`config.mk`:
```
export PLATFORM = sky130hd
export DESIGN_NAME = dragonfly_round_robin_router_allocator_unit_flat
export DESIGN_NICKNAME = d
export VERILOG_FILES = /design/src/rtl/core/dfra_pkg.sv /design/src/rtl/core/dfra_ifs.sv /design/src/rtl/core/dfra_free_map.sv /design/src/rtl/core/dragonfly_round_robin_router_allocator_unit.sv /design/src/flat_wrapper.sv
export VERILOG_INCLUDE_DIRS = /design/src /design/src/rtl/core
export SDC_FILE = /design/constraint.sdc
export NUM_CORES = 1
export LEC_CHECK = 0
export BUFFER_PORTS_ARGS = -buffer_cell sky130_fd_sc_hd__buf_2
export CAP_MARGIN = 20
export CORE_MARGIN = 2
export CORE_UTILIZATION = 25
export CTS_CLUSTER_SIZE = 24
export DETAILED_ROUTE_END_ITERATION = 6
export MAX_ROUTING_LAYER = met4
export PLACE_DENSITY = 0.5
export SETUP_SLACK_MARGIN = 0.15
export SLEW_MARGIN = 20
export SYNTH_ARGS = -nofsm -noshare
export SYNTH_HDL_FRONTEND = slang
export SYNTH_SLANG_ARGS = --single-unit
```
`constraint.sdc`:
```
create_clock -name clk -period 5.5 [get_ports clk]
set_input_delay 1.1 -clock clk [delete_from_list [all_inputs] [get_ports clk]]
set_output_delay 1.1 -clock clk [all_outputs]
set_load 0.01 [all_outputs]
```
`src/rtl/core/assert_macros.svh`:
```
// Assertion macros shared by the allocator RTL.
`ifndef ASSERT_MACROS_SVH
`define ASSERT_MACROS_SVH

// Same-cycle implication, clocked on clk, off while rst_n is low.
`define DFRA_ASSERT_IMP(lbl, ante, cons, msg) \
  lbl: assert property (@(posedge clk) disable iff (!rst_n) (ante) |-> (cons)) \
    else $error(msg);

// Next-cycle implication, clocked on clk, off while rst_n is low.
`define DFRA_ASSERT_NXT(lbl, ante, cons, msg) \
  lbl: assert property (@(posedge clk) disable iff (!rst_n) (ante) |=> (cons)) \
    else $error(msg);

`endif

```
`src/rtl/core/dfra_pkg.sv`:
```
// Shared widths, defaults, command codes and control structs of the allocator.
`timescale 1ns / 1ps
`default_nettype none
package dfra_pkg;

  // Word field widths
  localparam int CMD_W  = 2;
  localparam int SIZE_W = 7;
  localparam int NODE_W = 8;

  // Default machine shape
  localparam int DEF_GROUPS            = 8;
  localparam int DEF_ROUTERS_PER_GROUP = 8;
  localparam int DEF_NODES_PER_ROUTER  = 4;
  localparam int DEF_MAX_JOB           = 64;

  // Command codes
  typedef enum logic [CMD_W-1:0] {
    CMD_ALLOC = 2'd0,
    CMD_BUSY  = 2'd1,
    CMD_FREE  = 2'd2
  } dfra_cmd_t;

  // Mark request toward the free map
  typedef struct packed {
    logic valid;
    logic set_free;
  } dfra_mark_t;

  // Free map status
  typedef struct packed {
    logic ready;     // no clear pass and no mark in flight
    logic clearing;  // post-reset fill still running
  } dfra_map_stat_t;

endpackage
`default_nettype wire

```
`src/rtl/core/dfra_ifs.sv`:
```
// Valid/ready channel interfaces for command words and result words.
`timescale 1ns / 1ps
`default_nettype none

interface dfra_in_if;
  import dfra_pkg::*;
  logic              valid;
  logic              ready;
  logic [CMD_W-1:0]  command;
  logic [SIZE_W-1:0] job_size;
  logic [NODE_W-1:0] node_index;
  modport source (output valid, command, job_size, node_index, input ready);
  modport sink   (input valid, command, job_size, node_index, output ready);
endinterface

interface dfra_out_if;
  import dfra_pkg::*;
  logic              valid;
  logic              ready;
  logic [NODE_W-1:0] node_id;
  logic              failed;
  logic              last;
  modport source (output valid, node_id, failed, last, input ready);
  modport sink   (input valid, node_id, failed, last, output ready);
endinterface

`default_nettype wire

```
`src/rtl/core/dfra_free_map.sv`:
```
// Node free map: one-bit-per-node RAM, reset fill, mark read-modify-write, free count.
`timescale 1ns / 1ps
`default_nettype none
`include "assert_macros.svh"
module dfra_free_map #(
  parameter int TOTAL = 256,
  parameter int NA_W  = 8,
  parameter int CNT_W = 9
) (
  input  wire logic                     clk,
  input  wire logic                     rst_n,
  input  wire dfra_pkg::dfra_mark_t     mark_req,
  input  wire logic [NA_W-1:0]          mark_addr,
  input  wire logic                     scan_rd_en,
  input  wire logic [NA_W-1:0]          scan_rd_addr,
  output      logic                     rd_free,
  output      logic [CNT_W-1:0]         free_count,
  output      dfra_pkg::dfra_map_stat_t map_stat
);
  import dfra_pkg::*;

  logic             mem [TOTAL];
  logic             rd_q_r;
  logic             clr_r;
  logic [NA_W-1:0]  clr_idx_r;
  logic             mk_pend_r;
  logic             mk_free_r;
  logic [NA_W-1:0]  mk_addr_r;
  logic [CNT_W-1:0] cnt_r;

  logic             rd_en;
  logic [NA_W-1:0]  rd_addr;
  logic             wr_en;
  logic [NA_W-1:0]  wr_addr;
  logic             wr_bit;

  // Read port: a mark request wins over the scan (they never coincide)
  assign rd_en   = mark_req.valid | scan_rd_en;
  assign rd_addr = mark_req.valid ? mark_addr : scan_rd_addr;

  // Write port: reset fill, else mark write-back
  always_comb begin
    wr_en   = 1'b0;
    wr_addr = clr_idx_r;
    wr_bit  = 1'b1;
    if (clr_r) begin
      wr_en = 1'b1;
    end else if (mk_pend_r) begin
      wr_en   = 1'b1;
      wr_addr = mk_addr_r;
      wr_bit  = mk_free_r;
    end
  end

  // RAM with registered read
  always_ff @(posedge clk) begin
    if (wr_en) mem[wr_addr] <= wr_bit;
    if (rd_en) rd_q_r <= mem[rd_addr];
  end

  // Fill sweep, mark pipeline and free count
  always_ff @(posedge clk) begin
    if (!rst_n) begin
      clr_r     <= 1'b1;
      clr_idx_r <= '0;
      mk_pend_r <= 1'b0;
      cnt_r     <= CNT_W'(TOTAL);
    end else begin
      if (clr_r) begin
        if (clr_idx_r == NA_W'(TOTAL - 1)) clr_r <= 1'b0;
        clr_idx_r <= clr_idx_r + NA_W'(1);
      end
      mk_pend_r <= mark_req.valid;
      if (mark_req.valid) begin
        mk_free_r <= mark_req.set_free;
        mk_addr_r <= mark_addr;
      end
      // redundant marks leave the count alone
      if (mk_pend_r && (rd_q_r != mk_free_r)) begin
        cnt_r <= mk_free_r ? cnt_r + CNT_W'(1) : cnt_r - CNT_W'(1);
      end
    end
  end

  assign rd_free           = rd_q_r;
  assign free_count        = cnt_r;
  assign map_stat.ready    = !clr_r && !mk_pend_r;
  assign map_stat.clearing = clr_r;

  `DFRA_ASSERT_IMP(a_mark_not_in_fill, mk_pend_r, !clr_r, "mark during fill sweep")
  `DFRA_ASSERT_IMP(a_count_range, 1'b1, 32'(cnt_r) <= 32'(TOTAL), "free count above node total")
  `DFRA_ASSERT_NXT(a_count_quiet, !mk_pend_r, cnt_r == $past(cnt_r),
                   "free count moved without a mark")

endmodule
`default_nettype wire

```
`src/rtl/core/dragonfly_round_robin_router_allocator_unit.sv`:
```
// Top level: dragonfly round-robin node allocator, command decode and scan sequencer.
`timescale 1ns / 1ps
`default_nettype none
`include "assert_macros.svh"
// Usage
//   in_ch takes command words: allocate (job_size), mark busy or mark free
//   (node_index). out_ch gives one word per node taken by an allocate, the
//   final one flagged last; a job that cannot be placed gives one word with
//   failed and last set and node_id zero. Marks give no word.
// Timing
//   A mark holds in_ch.ready low while it writes back the bit read at the
//   accepting edge. An allocate walks the free map RAM one node per cycle,
//   its single read port setting the pace, save while a free node waits on
//   a full output register. Each group visit passes through S_GRP before
//   its nodes are checked in S_CHK; the first free node checked is loaded
//   into the output register as the first word.
// Reset
//   After rst_n the RAM is filled with ones, one node per cycle; in_ch.ready
//   stays low until all TOTAL nodes (256 at default shape) are filled.
// Backpressure
//   Results pass through one output register; while it is full and
//   out_ch.ready is low the scan stops at the next free node. A new command
//   is taken while the last word of the previous one still waits.
module dragonfly_round_robin_router_allocator_unit #(
  parameter int GROUPS            = dfra_pkg::DEF_GROUPS,
  parameter int ROUTERS_PER_GROUP = dfra_pkg::DEF_ROUTERS_PER_GROUP,
  parameter int NODES_PER_ROUTER  = dfra_pkg::DEF_NODES_PER_ROUTER,
  parameter int MAX_JOB           = dfra_pkg::DEF_MAX_JOB
) (
  input  wire logic clk,
  input  wire logic rst_n,
  dfra_in_if.sink   in_ch,
  dfra_out_if.source out_ch
);
  import dfra_pkg::*;

  localparam int NPG   = ROUTERS_PER_GROUP * NODES_PER_ROUTER;
  localparam int TOTAL = GROUPS * NPG;
  localparam int NA_W  = (TOTAL > 1) ? $clog2(TOTAL) : 1;
  localparam int CNT_W = $clog2(TOTAL + 1);
  localparam int GRP_W = (GROUPS > 1) ? $clog2(GROUPS) : 1;
  localparam int RT_W  = (ROUTERS_PER_GROUP > 1) ? $clog2(ROUTERS_PER_GROUP) : 1;
  localparam int K_W   = (NODES_PER_ROUTER > 1) ? $clog2(NODES_PER_ROUTER) : 1;
  localparam int PTR_W = $clog2(ROUTERS_PER_GROUP + 1);
  localparam int ASG_W = $clog2(MAX_JOB + 1);

  typedef enum logic [1:0] {S_IDLE, S_FAIL, S_GRP, S_CHK} state_t;

  state_t           state_r;
  logic [ASG_W-1:0] size_r;
  logic [ASG_W-1:0] asg_r;
  logic [GRP_W-1:0] grp_r;
  logic [RT_W-1:0]  rt_r;
  logic [K_W-1:0]   k_r;
  logic [NA_W-1:0]  node_r;
  logic             found_r;
  logic [PTR_W-1:0] ptr_r [GROUPS];   // next unvisited router per group, this job
  logic             out_valid_r;
  logic [NODE_W-1:0] out_node_r;
  logic             out_failed_r;
  logic             out_last_r;

  dfra_mark_t       mark_req;
  dfra_map_stat_t   map_stat;
  logic [NA_W-1:0]  mark_addr;
  logic             scan_rd_en;
  logic [NA_W-1:0]  scan_rd_addr;
  logic             rd_free;
  logic [CNT_W-1:0] free_count;

  logic             in_acc;
  logic             slot_free;
  logic             cmd_mark;
  logic             idx_ok;
  logic             job_bad;
  logic [PTR_W-1:0] grp_ptr;
  logic [NA_W-1:0]  grp_start;
  logic [GRP_W-1:0] grp_next;
  logic             emit;
  logic             advance;
  logic [ASG_W-1:0] asg_inc;
  logic             job_done;
  logic             last_k;
  logic             rt_end;
  logic             out_load;

  assign in_ch.ready = (state_r == S_IDLE) && map_stat.ready;
  assign in_acc      = in_ch.valid && in_ch.ready;
  assign slot_free   = !out_valid_r || out_ch.ready;

  // Command decode
  always_comb begin
    cmd_mark          = 1'b0;
    mark_req.set_free = 1'b0;
    unique case (dfra_cmd_t'(in_ch.command))
      CMD_BUSY: cmd_mark = 1'b1;
      CMD_FREE: begin
        cmd_mark          = 1'b1;
        mark_req.set_free = 1'b1;
      end
      default: cmd_mark = 1'b0;
    endcase
    mark_req.valid = in_acc && cmd_mark && idx_ok;
  end

  assign idx_ok         = 32'(in_ch.node_index) < 32'(TOTAL);
  assign mark_addr      = NA_W'(in_ch.node_index);
  assign job_bad        = (in_ch.job_size == '0) || (32'(in_ch.job_size) > 32'(MAX_JOB))
                          || (32'(in_ch.job_size) > 32'(free_count));

  // Group entry address: first node of the next unvisited router
  assign grp_ptr   = ptr_r[grp_r];
  assign grp_start = NA_W'(32'(grp_r) * NPG + 32'(grp_ptr) * NODES_PER_ROUTER);
  assign grp_next  = (grp_r == GRP_W'(GROUPS - 1)) ? '0 : grp_r + GRP_W'(1);

  // Node check step
  assign emit     = (state_r == S_CHK) && rd_free && slot_free;
  assign advance  = (state_r == S_CHK) && (!rd_free || slot_free);
  assign asg_inc  = asg_r + ASG_W'(1);
  assign job_done = emit && (asg_inc == size_r);
  assign last_k   = (k_r == K_W'(NODES_PER_ROUTER - 1));
  assign rt_end   = last_k && (found_r || emit || (rt_r == RT_W'(ROUTERS_PER_GROUP - 1)));
  assign out_load = emit || ((state_r == S_FAIL) && slot_free);

  // RAM read requests from the sequencer
  always_comb begin
    scan_rd_en   = 1'b0;
    scan_rd_addr = node_r + NA_W'(1);
    if (state_r == S_GRP) begin
      scan_rd_en   = (grp_ptr != PTR_W'(ROUTERS_PER_GROUP));
      scan_rd_addr = grp_start;
    end else if (advance && !job_done && !rt_end) begin
      scan_rd_en = 1'b1;
    end
  end

  // Sequencer and output register
  always_ff @(posedge clk) begin
    if (!rst_n) begin
      state_r     <= S_IDLE;
      out_valid_r <= 1'b0;
    end else begin
      // output register: load a new word, else drop the one taken
      if (out_load) begin
        out_valid_r <= 1'b1;
      end else if (out_ch.ready) begin
        out_valid_r <= 1'b0;
      end
      unique case (state_r)
        S_IDLE: begin
          if (in_acc && (dfra_cmd_t'(in_ch.command) == CMD_ALLOC)) begin
            if (job_bad) begin
              state_r <= S_FAIL;
            end else begin
              size_r  <= ASG_W'(in_ch.job_size);
              asg_r   <= '0;
              grp_r   <= '0;
              for (int g = 0; g < GROUPS; g++) ptr_r[g] <= '0;
              state_r <= S_GRP;
            end
          end
        end
        S_FAIL: begin
          if (slot_free) begin
            out_node_r   <= '0;
            out_failed_r <= 1'b1;
            out_last_r   <= 1'b1;
            state_r      <= S_IDLE;
          end
        end
        S_GRP: begin
          if (grp_ptr == PTR_W'(ROUTERS_PER_GROUP)) begin
            grp_r <= grp_next;
          end else begin
            node_r  <= grp_start;
            rt_r    <= RT_W'(grp_ptr);
            k_r     <= '0;
            found_r <= 1'b0;
            state_r <= S_CHK;
          end
        end
        S_CHK: begin
          if (emit) begin
            out_node_r   <= NODE_W'(node_r);
            out_failed_r <= 1'b0;
            out_last_r   <= job_done;
            asg_r        <= asg_inc;
            found_r      <= 1'b1;
          end
          if (advance) begin
            if (job_done) begin
              state_r <= S_IDLE;
            end else if (rt_end) begin
              ptr_r[grp_r] <= PTR_W'(rt_r) + PTR_W'(1);
              grp_r        <= grp_next;
              state_r      <= S_GRP;
            end else begin
              node_r <= node_r + NA_W'(1);
              if (last_k) begin
                k_r  <= '0;
                rt_r <= rt_r + RT_W'(1);
              end else begin
                k_r <= k_r + K_W'(1);
              end
            end
          end
        end
        default: state_r <= S_IDLE;
      endcase
    end
  end

  assign out_ch.valid   = out_valid_r;
  assign out_ch.node_id = out_node_r;
  assign out_ch.failed  = out_failed_r;
  assign out_ch.last    = out_last_r;

  dfra_free_map #(
    .TOTAL (TOTAL),
    .NA_W  (NA_W),
    .CNT_W (CNT_W)
  ) u_map (
    .clk          (clk),
    .rst_n        (rst_n),
    .mark_req     (mark_req),
    .mark_addr    (mark_addr),
    .scan_rd_en   (scan_rd_en),
    .scan_rd_addr (scan_rd_addr),
    .rd_free      (rd_free),
    .free_count   (free_count),
    .map_stat     (map_stat)
  );

  `DFRA_ASSERT_IMP(a_accept_map_ready, in_ch.valid && in_ch.ready, map_stat.ready,
                   "command taken while free map busy")
  `DFRA_ASSERT_IMP(a_chk_below_size, state_r == S_CHK, asg_r < size_r,
                   "scan running with job already full")
  `DFRA_ASSERT_IMP(a_fail_word, out_valid_r && out_failed_r,
                   out_last_r && (out_node_r == '0), "failed word not last or nonzero node")
  `DFRA_ASSERT_IMP(a_quiet_in_fill, map_stat.clearing,
                   !out_valid_r && (state_r == S_IDLE), "activity during fill sweep")

endmodule
`default_nettype wire

```
`src/flat_wrapper.sv`:
```
// flat-port wrapper written by rule: the top's interface ports become plain ports
module dragonfly_round_robin_router_allocator_unit_flat import dfra_pkg::*;
#(
  parameter int GROUPS            = dfra_pkg::DEF_GROUPS,
  parameter int ROUTERS_PER_GROUP = dfra_pkg::DEF_ROUTERS_PER_GROUP,
  parameter int NODES_PER_ROUTER  = dfra_pkg::DEF_NODES_PER_ROUTER,
  parameter int MAX_JOB           = dfra_pkg::DEF_MAX_JOB
)
  (clk, rst_n, in_ch_valid, in_ch_command, in_ch_job_size, in_ch_node_index, in_ch_ready, out_ch_valid, out_ch_node_id, out_ch_failed, out_ch_last, out_ch_ready);
  dfra_in_if in_ch_i ();
  dfra_out_if out_ch_i ();
  input  wire logic clk;
  input  wire logic rst_n;
  input wire logic [$bits(in_ch_i.valid)-1:0] in_ch_valid;
  input wire logic [$bits(in_ch_i.command)-1:0] in_ch_command;
  input wire logic [$bits(in_ch_i.job_size)-1:0] in_ch_job_size;
  input wire logic [$bits(in_ch_i.node_index)-1:0] in_ch_node_index;
  output wire logic [$bits(in_ch_i.ready)-1:0] in_ch_ready;
  output wire logic [$bits(out_ch_i.valid)-1:0] out_ch_valid;
  output wire logic [$bits(out_ch_i.node_id)-1:0] out_ch_node_id;
  output wire logic [$bits(out_ch_i.failed)-1:0] out_ch_failed;
  output wire logic [$bits(out_ch_i.last)-1:0] out_ch_last;
  input wire logic [$bits(out_ch_i.ready)-1:0] out_ch_ready;
  assign in_ch_i.valid = in_ch_valid;
  assign in_ch_i.command = in_ch_command;
  assign in_ch_i.job_size = in_ch_job_size;
  assign in_ch_i.node_index = in_ch_node_index;
  assign in_ch_ready = in_ch_i.ready;
  assign out_ch_valid = out_ch_i.valid;
  assign out_ch_node_id = out_ch_i.node_id;
  assign out_ch_failed = out_ch_i.failed;
  assign out_ch_last = out_ch_i.last;
  assign out_ch_i.ready = out_ch_ready;
  dragonfly_round_robin_router_allocator_unit #(.GROUPS(GROUPS), .ROUTERS_PER_GROUP(ROUTERS_PER_GROUP), .NODES_PER_ROUTER(NODES_PER_ROUTER), .MAX_JOB(MAX_JOB)) u_core (.clk(clk), .rst_n(rst_n), .in_ch(in_ch_i), .out_ch(out_ch_i));
endmodule
```
==> results.md <==
- Status: complete, no violations
- Clk Latency, worst-skew pair: 560 ps
- Initial core utilization: 0.253
- Worst EP required: between 5000 and 6000 ps
- Cell Rows: 96
- End of the worst hold path: u_core.u_map.free_count[2]$_SDFFE_PN0P_
- CP max stage cell: or4_4
- Setup violations, final: 0
- CTS buffer count: 41
- Initial antenna violation count: 0
- Layout cell share with drive strength beyond 1: 0.100
- Port Buf Inserts: 32
- CTS clk-pin slew, worst paths: about 60 ps
- Number of buffer and inverter stages on the critical path: 2
- Number of enable flip-flop cells after synthesis: 339
- Post-synth ARST share: 0
- Die area: ~72000 sq um
- H-tree depth: 2
- Hold violation count in the final report: 0
- Final design utilization: 0.290
- Sequential cell area: 10700 sq um
- CTS sink count: approximately 360
- CP delay by family, top: simple AND/OR/NAND/NOR gates
- Buffer depth of the longest clock path: 3
- Cell count after synthesis: around 1.6k
- Gr usage total: 0.140
- Arr. time, crit path: around 4900 ps
- Total core area: between 60000 and 70000 sq um
- Syn avg cell area: between 10 and 15 sq um
- Total grt overflow: 0
- Setup CP Type: flop to flop
- Nets: 1643
- CP Launch Point: u_core.state_r[1]$_SDFFE_PN0P_
- Filler Cell Count: 7147
- HP Class: flop to flop
- Critical path startpoint category: flop
- ANT cells: 0
- Tcrit/Tclk final: 0.827
- First-pass GRT wire length: between 70000 and 80000 microns
- Drt first pass iters: 5
- Vias per cell: 4.93
- Post-Syn Area: around 17000 sq um
- Final Cell Area: ~20000 sq um
- Pin count of the biggest net entering global routing: 120
- Terminus of the critical flop-to-flop path: u_core.u_map.rd_free$_DFFE_PP_
- Final wirelength: about 50000 microns
- Final ANT Viol Nets: 0
- Synth-to-layout area growth: 14.4%
- Root Driver: clkbuf_16
- Fmax: between 200 and 250 MHz
- IO Pins: 33
- DRC: 0
- Worst Path Max Fanout: 48
- CP most frequent cell: a211o_1
- Die height: between 200 and 300 microns
- Placer Congestion: 0.826
- PD cells: between 200 and 300 nW/um^2
- YS warnings: 0
- Reg2Reg Setup Slack: ~950 ps
- RSZ-0062 raised after global routing: no
- Fin. max-slew vios: 0
- Area of placed instances: around 19000 sq um
- Drt first-iter violations: roughly 1.2k
- Drt wl/cell: 19.4 microns
- Final worst slack: roughly 950 ps
- Crit-path cells: or4_4 > inv_6 > nand4_1 > nand2_4 > buf_4 > a311oi_1 > nor3_1 > a211o_1 > a2bb2oi_1 > a211o_1
- CP endpoint kind: flop
- #FFs+latches synth: approximately 360
- Number of global-route vias before repair: about 12k
- Critical hold path startpoint: u_core.u_map.free_count[2]$_SDFFE_PN0P_
- Reg2reg start: u_core.state_r[1]$_SDFFE_PN0P_
- Area of the multi-input gates: slightly above 6000 sq um
- Pre-CTS setup slack: 569 ps
- CTS tree: built
- Maximum VDD drop: around 0.18 mV
- Via count: 12.6k
- Total power: a little under 0.006 W
- Hold Buf Count CTS: 0
- Placed wire-length estimate: 30600 microns
- Chip width: between 200 and 300 microns
- Hold path cells: 2
- Slew margin rel.: 0.233
- Leakage Power: about 7.0 nW
- PostCTS Resize Cnt: 0
- Main synth FF type: edfxtp_1
- Actual slew at the worst max-slew pin: ~1200 ps
- Max-Cap Viols: 0
- Synth unique cells: 70
- Layout Skew: 15.3 ps
- Syn Nets: about 1.6k
- R2R cell count: 10
- Post-CTS setup buffers: 0
- Post-route minimum period: roughly 4500 ps
- Crit path largest cell delay: approximately 700 ps
- Fin Setup TNS: 0 ps
- Seq/Total Area, Yosys: 0.612
-- cell usage after synthesis (all sizes together) (8+ instances only) --
| cell | count | area, sq um |
|---|---|---|
| inv | 26 | 103 |
| a31oi | 11 | 68.8 |
| dfxtp | 25 | 500 |
| and3 | 57 | 357 |
| mux2i | 11 | 110 |
| xor2 | 14 | 123 |
| buf | 44 | 260 |
| a32oi | 21 | 184 |
| or3 | 9 | 56.3 |
| mux4 | 8 | 180 |
| a311oi | 40 | 357 |
| o21ai | 36 | 184 |
| clkbuf | 69 | 259 |
| xnor2 | 20 | 175 |
| ha | 26 | 325 |
| nor3 | 17 | 85.1 |
| nand3b | 16 | 120 |
| nand4 | 8 | 50.1 |
| nor2 | 349 | 1320 |
| nand3 | 71 | 368 |
| a211oi | 48 | 370 |
| a21oi | 35 | 175 |
| nand2 | 210 | 803 |
| edfxtp | 339 | 10200 |
-- layer usage --
layer	routed length (microns)	GRT usage	up-vias
li1	-	-	5792
met1	22400	0.183	6351
met2	23400	0.227	383
met3	3000	0.0243	73
met4	975	0.0325	0
met5	0	-	-
-- kinds of logic after synthesis --
family | share of synthesized area
AND/OR/NAND/NOR | 0.195
AO/OA/AOI/OAI | 0.0985
XOR/XNOR | 0.0171
multiplexers | 0.0212
adder cells (fa/ha/maj) | 0.0198
buffers and inverters | 0.0359
flip-flops | 0.612
-- flip-flops by register name (all words and copies together) (netlist names), 3 cells and up, named ones only --
| name | cells |
|---|---|
| u_core.node_r | 8 |
| u_core.out_ch.node_id | 8 |
| u_core.size_r | 7 |
| u_core.u_map.mk_addr_r | 8 |
| u_core.rt_r | 3 |
| u_core.asg_r | 7 |
| u_core.u_map.clr_idx_r | 8 |
| u_core.u_map.free_count | 9 |
| u_core.grp_r | 3 |
| u_core.u_map.mem | 256 |
| u_core.ptr_r | 32 |
-- cell type report --
type                       count  area share
clock buffer                  50      0.0541
multi-input combinational   1095       0.309
clock inverter                25      0.0153
inverter                      27     0.00533
sequential                   364       0.535
timing repair buffer          66      0.0223
tap                          931      0.0584
-- tightest hold or removal path: stages, from the launching register on --
cell and delay [ps]:
dfxtp_1 310, inv_1 90, a211oi_1 70
-- report_power, final --
group	switching [W]	internal [W]	total [W]
clock network	0.00114	0.00173	0.00287
logic	0.0000718	0.0000250	0.0000968
registers	0.00000397	0.00298	0.00299
total	0.00121	0.00474	0.00595
-- how the worst max path moves through the flow --
stage / endpoint / slack (ps) / depth (start not counted)
final: u_core.u_map.rd_free$_DFFE_PP_ / 950 / 10
after global routing: u_core.u_map.rd_free$_DFFE_PP_ / 700 / 10
after CTS: u_core.u_map.rd_free$_DFFE_PP_ / 960 / 13
after detailed placement: u_core.u_map.rd_free$_DFFE_PP_ / 570 / 14
after global placement: u_core.u_map.rd_free$_DFFE_PP_ / 640 / 14
after floorplan: u_core.u_map.mem[0]$_DFFE_PP_ / 830 / 5
-- stage by stage --
stage          hold WS, ps  instances
2_1_floorplan          458       1599
3_3_place_gp           495       2483
3_5_place_dp           506       2483
4_1_cts                517       2558
5_1_grt                550       2558
6_report               520       2558
-- layout by cell type, fill, tap and decap left out, drive strengths merged, types with 20 or more instances in the layout --
master / count
nor2: 349
edfxtp: 339
nand2: 210
nand3: 71
buf: 66
and3: 57
clkbuf: 50
a211oi: 48
a311oi: 40
o21ai: 36
a21oi: 35
inv: 29
ha: 26
dfxtp: 25
a32oi: 21
xnor2: 20
(Power assumes the default switching activity.)
